File: config.mk
export PLATFORM = sky130hd
export DESIGN_NAME = dns_label_base32_unpacker_core
export DESIGN_NICKNAME = d
export VERILOG_FILES = /design/src/rtl/core/dlb32_pkg.sv /design/src/rtl/core/dns_label_base32_unpacker_core.sv /design/src/rtl/core/dlb32_parser.sv /design/src/rtl/core/dlb32_queue.sv
export SDC_FILE = /design/constraint.sdc
export NUM_CORES = 1
export LEC_CHECK = 0
export ABC_AREA = 1
export ABC_CLOCK_PERIOD_IN_PS = 5530
export BUFFER_PORTS_ARGS = -buffer_cell sky130_fd_sc_hd__buf_2
export CORE_ASPECT_RATIO = 0.7
export CORE_MARGIN = 1.5
export CORE_UTILIZATION = 45
export DETAILED_ROUTE_END_ITERATION = 8
export GPL_ROUTABILITY_DRIVEN = 0
export HOLD_SLACK_MARGIN = 0.1
export PLACE_DENSITY = 0.69
export SLEW_MARGIN = 0
export SYNTH_ARGS = -nofsm -noshare
export SYNTH_HDL_FRONTEND = slang
export SYNTH_HIERARCHICAL = 1
export SYNTH_SLANG_ARGS = --single-unit
File: constraint.sdc
create_clock -name clk -period 5.53 [get_ports clk]
set_input_delay 0.2765 -clock clk [delete_from_list [all_inputs] [get_ports clk]]
set_output_delay 0.2765 -clock clk [all_outputs]
set_load 0.02 [all_outputs]
File: src/rtl/core/dlb32_pkg.sv
package dlb32_pkg;

  // Longest third segment is MAX_NAME + 16 bytes
  localparam int MAX_NAME = 64;
  localparam logic [6:0] SEG0_SIZE = 7'd4;
  localparam logic [6:0] SEG1_SIZE = 7'd32;
  localparam logic [6:0] SEG2_SIZE = 7'(MAX_NAME + 16);

  // Address gaps between layout segments
  localparam logic [7:0] SEG0_GAP = 8'd20;
  localparam logic [7:0] SEG1_GAP = 8'd16;

  localparam logic [1:0] SEG_FIRST  = 2'd0;
  localparam logic [1:0] SEG_SECOND = 2'd1;
  localparam logic [1:0] SEG_TAIL   = 2'd2;

  localparam logic RES_DATA   = 1'b0;
  localparam logic RES_STATUS = 1'b1;

  typedef enum logic [1:0] {
    ST_OK        = 2'd0,
    ST_BAD_CHAR  = 2'd1,
    ST_TOO_LONG  = 2'd2,
    ST_WRONG_SEG = 2'd3
  } status_t;

  typedef struct packed {
    logic       kind;
    logic [7:0] value;
    logic [7:0] addr;
    status_t    status;
    logic [6:0] tail;
    logic       last;
  } result_t;

  // Results produced by one parser step
  typedef struct packed {
    result_t    res0;
    result_t    res1;
    logic [1:0] count;
  } step_out_t;

endpackage

File: src/rtl/core/dns_label_base32_unpacker_core.sv
// Base32 DNS name unpacker. Takes one raw name byte per transfer (length bytes
// and label characters, name_start on the first byte of a name) and gives out
// decoded bytes with their layout address, then one status transfer per name.
// One input byte is accepted every cycle while the output keeps up; a byte
// is held in the input register, is decoded in a single step, and its
// results are given out from a four-entry result queue. A byte that
// completes the last allowed tail byte yields two output transfers, the data
// byte and a too-long status, so the sustained rate is set by the output
// side at one result per cycle while out_stall is low.
module dns_label_base32_unpacker_core (
  input  logic       clk,
  input  logic       rst,
  input  logic       in_valid,
  output logic       in_stall,
  input  logic [7:0] text_byte,
  input  logic       name_start,
  output logic       out_valid,
  input  logic       out_stall,
  output logic       result_kind,
  output logic [7:0] byte_value,
  output logic [7:0] byte_addr,
  output logic [1:0] status,
  output logic [6:0] tail_count,
  output logic       last
);
  import dlb32_pkg::*;

  // Input register
  logic       held;
  logic [7:0] byte_q;
  logic       start_q;
  logic       room;
  logic       step;
  logic       accept;
  step_out_t  step_out;
  result_t    out_data;

  assign step     = held && room;
  assign in_stall = held && !room;
  assign accept   = in_valid && !in_stall;

  always_ff @(posedge clk) begin
    if (rst) begin
      held <= 1'b0;
    end else if (accept) begin
      held <= 1'b1;
    end else if (step) begin
      held <= 1'b0;
    end
  end

  always_ff @(posedge clk) begin
    if (accept) begin
      byte_q  <= text_byte;
      start_q <= name_start;
    end
  end

  dlb32_parser u_parser (
    .clk        (clk),
    .rst        (rst),
    .step       (step),
    .text_byte  (byte_q),
    .name_start (start_q),
    .step_out   (step_out)
  );

  dlb32_queue u_queue (
    .clk       (clk),
    .rst       (rst),
    .push      (step),
    .push_data (step_out),
    .room      (room),
    .out_valid (out_valid),
    .out_stall (out_stall),
    .out_data  (out_data)
  );

  // Output fields
  assign result_kind = out_data.kind;
  assign byte_value  = out_data.value;
  assign byte_addr   = out_data.addr;
  assign status      = out_data.status;
  assign tail_count  = out_data.tail;
  assign last        = out_data.last;

endmodule

File: src/rtl/core/dlb32_parser.sv
module dlb32_parser (
  input  logic                 clk,
  input  logic                 rst,
  input  logic                 step,
  input  logic [7:0]           text_byte,
  input  logic                 name_start,
  output dlb32_pkg::step_out_t step_out
);
  import dlb32_pkg::*;

  // Parse state
  logic [7:0] label_left;
  logic [1:0] seg_index;
  logic [6:0] seg_count;
  logic [7:0] write_addr;
  logic [2:0] bit_pos;
  logic [7:0] partial_byte;
  logic       underscore_seen;
  logic       parsing;

  logic [7:0] label_left_next;
  logic [1:0] seg_index_next;
  logic [6:0] seg_count_next;
  logic [7:0] write_addr_next;
  logic [2:0] bit_pos_next;
  logic [7:0] partial_byte_next;
  logic       underscore_seen_next;
  logic       parsing_next;

  // State seen by this byte, after an optional name start
  logic [7:0] lbl_cur;
  logic [1:0] seg_cur;
  logic [6:0] cnt_cur;
  logic [7:0] addr_cur;
  logic [2:0] pos_cur;
  logic [7:0] part_cur;
  logic       us_cur;
  logic       run_cur;

  logic [4:0]  sym;
  logic        is_sym;
  logic        is_under;
  logic [11:0] acc;
  logic [3:0]  nb;
  logic [2:0]  nb_rem;
  logic [6:0]  cnt_inc;
  logic [6:0]  seg_size;
  logic [7:0]  seg_gap;
  result_t     data_res;

  // Finish: build a status result
  function automatic result_t make_status(status_t st, logic [1:0] seg, logic [6:0] cnt);
    result_t r;
    r        = '0;
    r.kind   = RES_STATUS;
    r.last   = 1'b1;
    r.status = st;
    if (st == ST_OK) begin
      if (seg == SEG_TAIL) begin
        r.tail = cnt;
      end else begin
        r.status = ST_WRONG_SEG;
      end
    end
    return r;
  endfunction

  // Symbol decode
  always_comb begin
    sym      = '0;
    is_sym   = 1'b0;
    is_under = 1'b0;
    if (text_byte >= 8'h41 && text_byte <= 8'h5A) begin
      sym    = 5'(text_byte - 8'h41);
      is_sym = 1'b1;
    end else if (text_byte >= 8'h61 && text_byte <= 8'h7A) begin
      sym    = 5'(text_byte - 8'h61);
      is_sym = 1'b1;
    end else if (text_byte >= 8'h30 && text_byte <= 8'h35) begin
      sym    = 5'(text_byte - 8'h30 + 8'd26);
      is_sym = 1'b1;
    end else if (text_byte == 8'h5F) begin
      is_under = 1'b1;
    end
  end

  // Step logic
  always_comb begin
    lbl_cur  = label_left;
    seg_cur  = seg_index;
    cnt_cur  = seg_count;
    addr_cur = write_addr;
    pos_cur  = bit_pos;
    part_cur = partial_byte;
    us_cur   = underscore_seen;
    run_cur  = parsing;
    if (name_start) begin
      lbl_cur  = '0;
      seg_cur  = '0;
      cnt_cur  = '0;
      addr_cur = '0;
      pos_cur  = '0;
      part_cur = '0;
      us_cur   = 1'b0;
      run_cur  = 1'b1;
    end

    acc     = {4'b0, part_cur} | ({7'b0, sym} << pos_cur);
    nb      = {1'b0, pos_cur} + 4'd5;
    nb_rem  = 3'(nb - 4'd8);
    cnt_inc = cnt_cur + 7'd1;

    case (seg_cur)
      SEG_FIRST:  begin seg_size = SEG0_SIZE; seg_gap = SEG0_GAP; end
      SEG_SECOND: begin seg_size = SEG1_SIZE; seg_gap = SEG1_GAP; end
      default:    begin seg_size = SEG2_SIZE; seg_gap = '0;       end
    endcase

    data_res       = '0;
    data_res.kind  = RES_DATA;
    data_res.value = acc[7:0];
    data_res.addr  = addr_cur;
    data_res.last  = 1'b1;

    label_left_next      = lbl_cur;
    seg_index_next       = seg_cur;
    seg_count_next       = cnt_cur;
    write_addr_next      = addr_cur;
    bit_pos_next         = pos_cur;
    partial_byte_next    = part_cur;
    underscore_seen_next = us_cur;
    parsing_next         = run_cur;
    step_out             = '0;

    if (run_cur) begin
      if (lbl_cur == '0) begin
        // Length byte; zero ends the name
        if (text_byte == '0) begin
          step_out.res0  = make_status(ST_OK, seg_cur, cnt_cur);
          step_out.count = 2'd1;
          parsing_next   = 1'b0;
        end else begin
          label_left_next = text_byte;
        end
      end else begin
        label_left_next = lbl_cur - 8'd1;
        if (is_under) begin
          // First underscore skipped, second ends the name
          if (!us_cur) begin
            underscore_seen_next = 1'b1;
          end else begin
            step_out.res0  = make_status(ST_OK, seg_cur, cnt_cur);
            step_out.count = 2'd1;
            parsing_next   = 1'b0;
          end
        end else if (!is_sym) begin
          step_out.res0  = make_status(ST_BAD_CHAR, seg_cur, cnt_cur);
          step_out.count = 2'd1;
          parsing_next   = 1'b0;
        end else if (nb < 4'd8) begin
          partial_byte_next = acc[7:0];
          bit_pos_next      = nb[2:0];
        end else begin
          // A byte completes
          partial_byte_next = {3'b0, sym >> (3'd5 - nb_rem)};
          bit_pos_next      = nb_rem;
          write_addr_next   = addr_cur + 8'd1;
          seg_count_next    = cnt_inc;
          step_out.res0     = data_res;
          step_out.count    = 2'd1;
          if (cnt_inc == seg_size) begin
            if (seg_cur >= SEG_TAIL) begin
              step_out.res0.last = 1'b0;
              step_out.res1      = make_status(ST_TOO_LONG, seg_cur, cnt_inc);
              step_out.count     = 2'd2;
              parsing_next       = 1'b0;
            end else begin
              write_addr_next = addr_cur + 8'd1 + seg_gap;
              seg_index_next  = seg_cur + 2'd1;
              seg_count_next  = '0;
            end
          end
        end
      end
    end
  end

  // State registers
  always_ff @(posedge clk) begin
    if (rst) begin
      label_left      <= '0;
      seg_index       <= '0;
      seg_count       <= '0;
      write_addr      <= '0;
      bit_pos         <= '0;
      partial_byte    <= '0;
      underscore_seen <= 1'b0;
      parsing         <= 1'b0;
    end else if (step) begin
      label_left      <= label_left_next;
      seg_index       <= seg_index_next;
      seg_count       <= seg_count_next;
      write_addr      <= write_addr_next;
      bit_pos         <= bit_pos_next;
      partial_byte    <= partial_byte_next;
      underscore_seen <= underscore_seen_next;
      parsing         <= parsing_next;
    end
  end

endmodule

File: src/rtl/core/dlb32_queue.sv
module dlb32_queue (
  input  logic                 clk,
  input  logic                 rst,
  input  logic                 push,
  input  dlb32_pkg::step_out_t push_data,
  output logic                 room,
  output logic                 out_valid,
  input  logic                 out_stall,
  output dlb32_pkg::result_t   out_data
);
  import dlb32_pkg::*;

  // Four-entry result queue: up to two writes, one read per cycle
  result_t    mem [4];
  logic [1:0] wr_ptr;
  logic [1:0] rd_ptr;
  logic [2:0] count;
  logic [1:0] n_push;
  logic       pop;

  assign n_push    = push ? push_data.count : 2'd0;
  assign out_valid = (count != '0);
  assign out_data  = mem[rd_ptr];
  assign pop       = out_valid && !out_stall;
  // Room for a worst-case step, ignoring a pop in this cycle
  assign room      = (count <= 3'd2);

  always_ff @(posedge clk) begin
    if (n_push != 2'd0) begin
      mem[wr_ptr] <= push_data.res0;
    end
    if (n_push == 2'd2) begin
      mem[wr_ptr + 2'd1] <= push_data.res1;
    end
  end

  always_ff @(posedge clk) begin
    if (rst) begin
      wr_ptr <= '0;
      rd_ptr <= '0;
      count  <= '0;
    end else begin
      wr_ptr <= wr_ptr + n_push;
      rd_ptr <= rd_ptr + {1'b0, pop};
      count  <= count + {1'b0, n_push} - {2'b0, pop};
    end
  end

endmodule
==> impl_metrics.json, run 1 <==
{
  "r2r.worst_path.cells": 18,
  "grt_max_degree": 58,
  "clock-sinks": 163,
  "seq_power_share_pct": 40.3,
  "worstSetupStartpointType": "flop",
  "synth-seq-cells": 163,
  "stdcell_count": 1579,
  "die_h_um": 129,
  "comb_power_share_pct": 27.0,
  "cts_root_buffer": "clkbuf_16",
  "track_usage_pct": 23.1,
  "drtIter0Drc": 1079,
  "yosysWarnings": 6,
  "post-place-ws_ns": 0.939,
  "cp-end-kind": "flop",
  "vias_per_cell": 5.44,
  "crit_type": "flop to flop",
  "grt_pass1_wl_um": 41600,
  "antenna_found_initial": 0,
  "path_delay_family": "buffers and inverters",
  "drive_gt1_share_pct": 14.8,
  "via_count": 8596,
  "cts_tree": "built",
  "fmax_ghz": 0.212,
  "grt_overflow": 0,
  "dpl.cell_count": 1538,
  "setup_viol": 0,
  "first_global_vias": 7788,
  "period_share_pct": 85.1,
  "portBuffers": 41,
  "cpPeakStageDelay_ns": 0.69,
  "cts_buffer_depth": 2,
  "diodes": 0,
  "num-fill-cells": 2095,
  "syn2layout_area_growth_pct": 8.03,
  "maxCapViolations": 0,
  "swShare_pct": 34.3,
  "ctsResizeCount": 0,
  "status": "finished clean",
  "critPathArrivalTime_ns": 4.78,
  "routedWlPerCell_um": 16.4,
  "met3_length_um": 2070,
  "route.detailed.drc": 0,
  "io_pins": 42,
  "die_w_um": 183,
  "yosysSeqAreaShare_pct": 43.6,
  "fin_crit_ns": 4.71,
  "timing.final.ws_setup_ns": 0.823,
  "rows": 45,
  "peakVddDrop_mv": 0.241,
  "routed_wl_um": 26000,
  "htree_levels": 4,
  "start_util_pct": 46.4,
  "dpl_cell_area_um2": 10300,
  "ant_nets": 0,
  "nets": 1318,
  "rsz0062_at_grt": "false",
  "core_area_um2": 21900,
  "floorplan.die_area_um2": 23500,
  "tightestPinTransition_ns": 1.01,
  "wl_met1_um": 12600,
  "hold_depth": 3,
  "clk_pin_slew_ns": 0.06,
  "power.switching_mw": 1.21,
  "skew_ns": 0.00966,
  "synth_cell_types": 48,
  "hold_path.class": "input pin to flop",
  "cp_slowest_cell": "o22ai_1",
  "relSlewSlack_pct": 32.4,
  "syn_inst": 1262,
  "dr.max_layer_used": "met4",
  "cp_num_buf_inv": 6,
  "finalHoldViolCount": 0,
  "worstPathCellList": "inv_4 -> nand2_1 -> ha_1 -> o21ai_0 -> inv_1 -> nand3_2 -> nor3_2 -> buf_4 -> inv_1 -> nor2_1 -> nor2_1 -> nand3_1 -> o22ai_1 -> nand2_1 -> inv_1 -> nor2_1 -> o21ai_2 -> buf_4",
  "worstPathRequired_ns": 5.61,
  "drv_slew": 0,
  "cts_setup_buffers": 0,
  "cts_inserted_buffers": 17,
  "power.density_nw_per_um2": 320,
  "insertion_delay_ns": 0.44,
  "clockPowerShare_pct": 32.7,
  "drt-pass1-iter-count": 9,
  "design_area_um2": 11000,
  "met2WireLength_um": 10900,
  "tns_ns": 0,
  "synth.cell_area_um2": 10200,
  "cp.depth": 18,
  "p_leak_nw": 4.13,
  "power.internal_mw": 2.31,
  "hpwl_um": 16900,
  "cp_max_fo": 27,
  "syn_avg_cell_area_um2": 8.05
}
## cells in the final DEF (no fill, tap or decap), drive strengths merged
cell / netlist / layout
nand2: 294 / 294
o21ai: 207 / 207
nor2: 138 / 138
inv: 132 / 132
edfxtp: 117 / 117
a21oi: 62 / 62
nand3: 59 / 59
buf: 67 / 57
dfxtp: 46 / 46
o22ai: 28 / 28
conb: 1 / 24
clkbuf: 19 / 21
ha: 20 / 20
nand4: 14 / 14
xor2: 11 / 11
dlygate4sd3: 0 / 9
a31oi: 9 / 9
nor3: 9 / 9
o211ai: 8 / 8
clkinv: 0 / 6
xnor2: 5 / 5
o31ai: 4 / 4
clkinvlp: 0 / 3
bufinv: 0 / 2
and2: 2 / 2
nor4: 2 / 2
a211oi: 1 / 1
a311oi: 1 / 1
a2111o: 1 / 1
o221ai: 1 / 1
a32oi: 1 / 1
a41oi: 1 / 1
o21bai: 1 / 1
fa: 1 / 1
## worst register-to-register path, cell delays in order, from the launching register on
cell	delay (ns)
edfxtp_1	0.67
inv_4	0.31
nand2_1	0.13
ha_1	0.23
o21ai_0	0.11
inv_1	0.10
nand3_2	0.10
nor3_2	0.04
buf_4	0.18
inv_1	0.28
nor2_1	0.17
nor2_1	0.20
nand3_1	0.10
o22ai_1	0.69
nand2_1	0.21
inv_1	0.21
nor2_1	0.07
o21ai_2	0.11
buf_4	0.42
## final cells by class
class | instances | area (um^2) | area share (%)
Inverter | 132 | 500 | 4.56
Sequential cell | 163 | 4440 | 40.4
Clock buffer | 21 | 440 | 4.01
Multi-Input combinational cell | 904 | 4720 | 43.0
Timing Repair Buffer | 66 | 415 | 3.78
Clock inverter | 11 | 116 | 1.06
Tap cell | 282 | 353 | 3.21
## sequential cells by signal, summed over array words and instances, names as in the netlist
name and flops:
u_parser/label_left 8, byte_q 8, u_parser/parsing 1, start_q 1, u_queue/wr_ptr 2, u_parser/seg_index 2
u_parser/bit_pos 3, held 1, u_queue/count 3, u_parser/seg_count 7, u_queue/mem 108, u_parser/partial_byte 8
u_queue/rd_ptr 2, u_parser/write_addr 8, u_parser/underscore_seen 1
## layer usage
metal,track usage (%),vias to the layer above
li1,-,4248
met1,34.5,3965
met2,33.3,353
met3,4.84,30
met4,7.29,0
met5,0,-
## power groups by stage
stage / combinational, mW / sequential (mW) / clock (mW)
detailed placement: 0.924 / 1.44 / 0
global placement: 0.916 / 1.44 / 0
floorplan: 0.695 / 1.43 / 0
CTS: 0.941 / 1.42 / 1.16
finish: 0.947 / 1.42 / 1.15
global route: 1.06 / 1.42 / 1.22
## cell families after synthesis
| group | count (synthesis) | synth area share, % |
|---|---|---|
| xor gates and xnor gates | 16 | 1.45 |
| other | 1 | 0.0369 |
| and+or+nand+nor | 518 | 22.5 |
| adders and majority gates | 21 | 2.66 |
| buffers and inverters | 218 | 10.8 |
| AOI/OAI and AO/OA | 325 | 18.9 |
| DFF | 163 | 43.6 |
## stage by stage
stage          hold WS, ns  power, mW  utilization, %
2_1_floorplan        0.343       2.12               -
3_3_place_gp         0.455       2.36            47.2
3_5_place_dp         0.455       2.37            47.2
4_1_cts              0.111       3.52            50.1
5_1_grt              0.125       3.70            50.1
6_report             0.124       3.51            50.1
## cell usage after synthesis (all sizes together)
master | number | area share, %
nor2 | 138 | 6.0
o31ai | 4 | 0.30
o21bai | 1 | 0.074
a21oi | 62 | 3.1
edfxtp | 117 | 35
o21ai | 207 | 12
o22ai | 28 | 1.7
buf | 67 | 5.2
a41oi | 1 | 0.086
a311oi | 1 | 0.086
nand4 | 14 | 0.86
o211ai | 8 | 0.59
a211oi | 1 | 0.074
o221ai | 1 | 0.086
and2 | 2 | 0.12
clkbuf | 19 | 0.70
fa | 1 | 0.20
a2111o | 1 | 0.11
ha | 20 | 2.5
dfxtp | 46 | 9.1
inv | 132 | 4.9
nor3 | 9 | 0.59
nor4 | 2 | 0.18
nand2 | 294 | 12
a31oi | 9 | 0.55
nand3 | 59 | 3.1
xor2 | 11 | 1.0
xnor2 | 5 | 0.43
conb | 1 | 0.037
a32oi | 1 | 0.086
## worst paths after layout
| path | startpoint | to | slack [ns] |
|---|---|---|---|
| max | start_q | u_queue/mem[3][10] | 0.82 |
| min | in_valid | held | 0.12 |
| max reg2reg | start_q | u_queue/mem[3][10] | 0.82 |
| min reg2reg | u_parser/write_addr[5] | u_parser/write_addr[5] | 0.47 |
## timing repair
action / CTS / global route
endpoints found under the setup margin: 0 / 0
hold buffers: 9 / 0
endpoints found under the hold margin: 9 / 0
(Power assumes the default switching activity.)
==> run 2, diff against run 1 <==
--- a/config.mk
+++ b/config.mk
@@ -14,6 +14,7 @@
 export DETAILED_ROUTE_END_ITERATION = 8
 export GPL_ROUTABILITY_DRIVEN = 0
 export HOLD_SLACK_MARGIN = 0.1
+export MAX_ROUTING_LAYER = met4
 export PLACE_DENSITY = 0.69
 export SLEW_MARGIN = 0
 export SYNTH_ARGS = -nofsm -noshare
==> run 2 against run 1 <==
  * First-iteration DRC count fell by 0.93%
  * Largest power group unchanged
  * Critical path type unchanged
  * Clock skew up 0.0012 ns
  * Critical endpoint unchanged
  * Register-to-register slack barely moved
  * Highest routed layer unchanged
  * Routed wire length rose by 0.18%
==> impl_metrics.json, run 2 (synthesized netlist as in run 1, its figures left out) <==
{
  "holdWs_ns": 0.124,
  "io_pins": 42,
  "start_util_pct": 46.4,
  "syn2layout_area_growth_pct": 8.03,
  "routed_wl_um": 26000,
  "period_share_pct": 85.0,
  "die_h_um": 129,
  "cp-end-kind": "flop",
  "drv_slew": 0,
  "setup_viol": 0,
  "cp_num_buf_inv": 6,
  "htree_levels": 4,
  "finalPower_mw": 3.52,
  "clk_pin_slew_ns": 0.06,
  "vias_per_cell": 5.48,
  "mostFrequentLayoutCells": "nand2_1, inv_1, nor2_1",
  "routedWlPerCell_um": 16.5,
  "regMostFlops": "u_queue/mem",
  "rows": 45,
  "relSlewSlack_pct": 31.0,
  "die_w_um": 183,
  "worstPathRequired_ns": 5.61,
  "power.density_nw_per_um2": 320,
  "ant_nets": 0,
  "cts_tree": "built",
  "drive_gt1_share_pct": 14.8,
  "finalHoldViolCount": 0,
  "dpl_cell_area_um2": 10300,
  "drt-pass1-iter-count": 8,
  "diodes": 0,
  "worstPathCellList": "inv_4 -> nand2_1 -> ha_1 -> o21ai_0 -> inv_1 -> nand3_2 -> nor3_2 -> buf_4 -> inv_1 -> nor2_1 -> nor2_1 -> nand3_1 -> o22ai_1 -> nand2_1 -> inv_1 -> nor2_1 -> o21ai_2 -> buf_4",
  "clock-sinks": 163,
  "largest_reg_flops": 108,
  "floorplan.die_area_um2": 23500,
  "cpPeakStageDelay_ns": 0.69,
  "ctsResizeCount": 0,
  "route.detailed.drc": 0,
  "cp_slowest_cell": "o22ai_1",
  "grt_overflow": 0,
  "antenna_found_initial": 0,
  "grt_max_degree": 58,
  "p_leak_nw": 4.13,
  "hold_path.class": "input pin to flop",
  "core_area_um2": 21900,
  "path_delay_family": "buffers and inverters",
  "grt_pass1_wl_um": 41600,
  "critPathArrivalTime_ns": 4.78,
  "rsz0062_at_grt": "false",
  "skew_ns": 0.0108,
  "cts_inserted_buffers": 17,
  "crit_type": "flop to flop",
  "status": "finished clean",
  "track_usage_pct": 23.8,
  "design_area_um2": 11000,
  "portBuffers": 41,
  "layout_commonest_cell": "nand2_1",
  "peakVddDrop_mv": 0.242,
  "cts_root_buffer": "clkbuf_16",
  "worstSetupStartpointType": "flop",
  "via_count": 8653,
  "tightestPinTransition_ns": 1.03,
  "insertion_delay_ns": 0.44,
  "nets": 1318,
  "hpwl_um": 16900,
  "timing.final.ws_setup_ns": 0.832,
  "maxCapViolations": 0,
  "drtIter0Drc": 1069,
  "first_global_vias": 7793,
  "cp_max_fo": 27,
  "tns_ns": 0,
  "fin_crit_ns": 4.70,
  "fmax_ghz": 0.213,
  "cts_buffer_depth": 2,
  "post-place-ws_ns": 0.939
}
==> run 2: cell counts in the layout (fill, tap and decap cells not counted) <==
Identical to the previous run, type by type.
==> run 2: where the power goes <==
part           switching (mW)  total (mW)  internal [mW]
Sequential             0.0461        1.42           1.37
Combinational           0.674       0.949          0.275
Clock                   0.490        1.15          0.660
==> run 2: final timing paths <==
check	slack, ns	from	cells after the start	to
min	0.12	in_valid	3	held
max reg2reg	0.83	start_q	18	u_queue/mem[3][10]
max	0.83	start_q	18	u_queue/mem[3][10]
min reg2reg	0.47	u_parser/write_addr[5]	2	u_parser/write_addr[5]
==> run 2: tightest hold or removal path, delay by kind of cell <==
family / cells / cell delay [ns]
compound gates: 1 / 0.07
buf+inv: 2 / 0.17
==> run 2: final cells by class <==
type	instances	area, um^2
clock buffers	21	440
clock inverters	11	116
fillers	2095	10900
inverters	132	500
multi-input cells	904	4720
flip-flops and latches	163	4440
well taps	282	353
repair buffers	66	415
==> run 2: through the flow <==
step	std cells	utilization, %
CTS	1579	50.1
floorplan	1285	-
global route	1579	50.1
finish	1579	50.1
global placement	1538	47.2
detailed placement	1538	47.2
==> run 2: metal layers <==
metal | vias up | global-route usage, % | part of all wire [%]
met1 | 4011 | 34.6 | 49
li1 | 4248 | - | -
met2 | 365 | 33.3 | 42
met4 | 0 | 8.02 | 1.9
met5 | - | - | 0
met3 | 29 | 4.27 | 7.7
==> run 2: repair_timing <==
action	CTS	global route
hold endpoints to repair	9	0
setup buffers	0	0
endpoints found under the setup margin	0	0
hold buffers	9	0
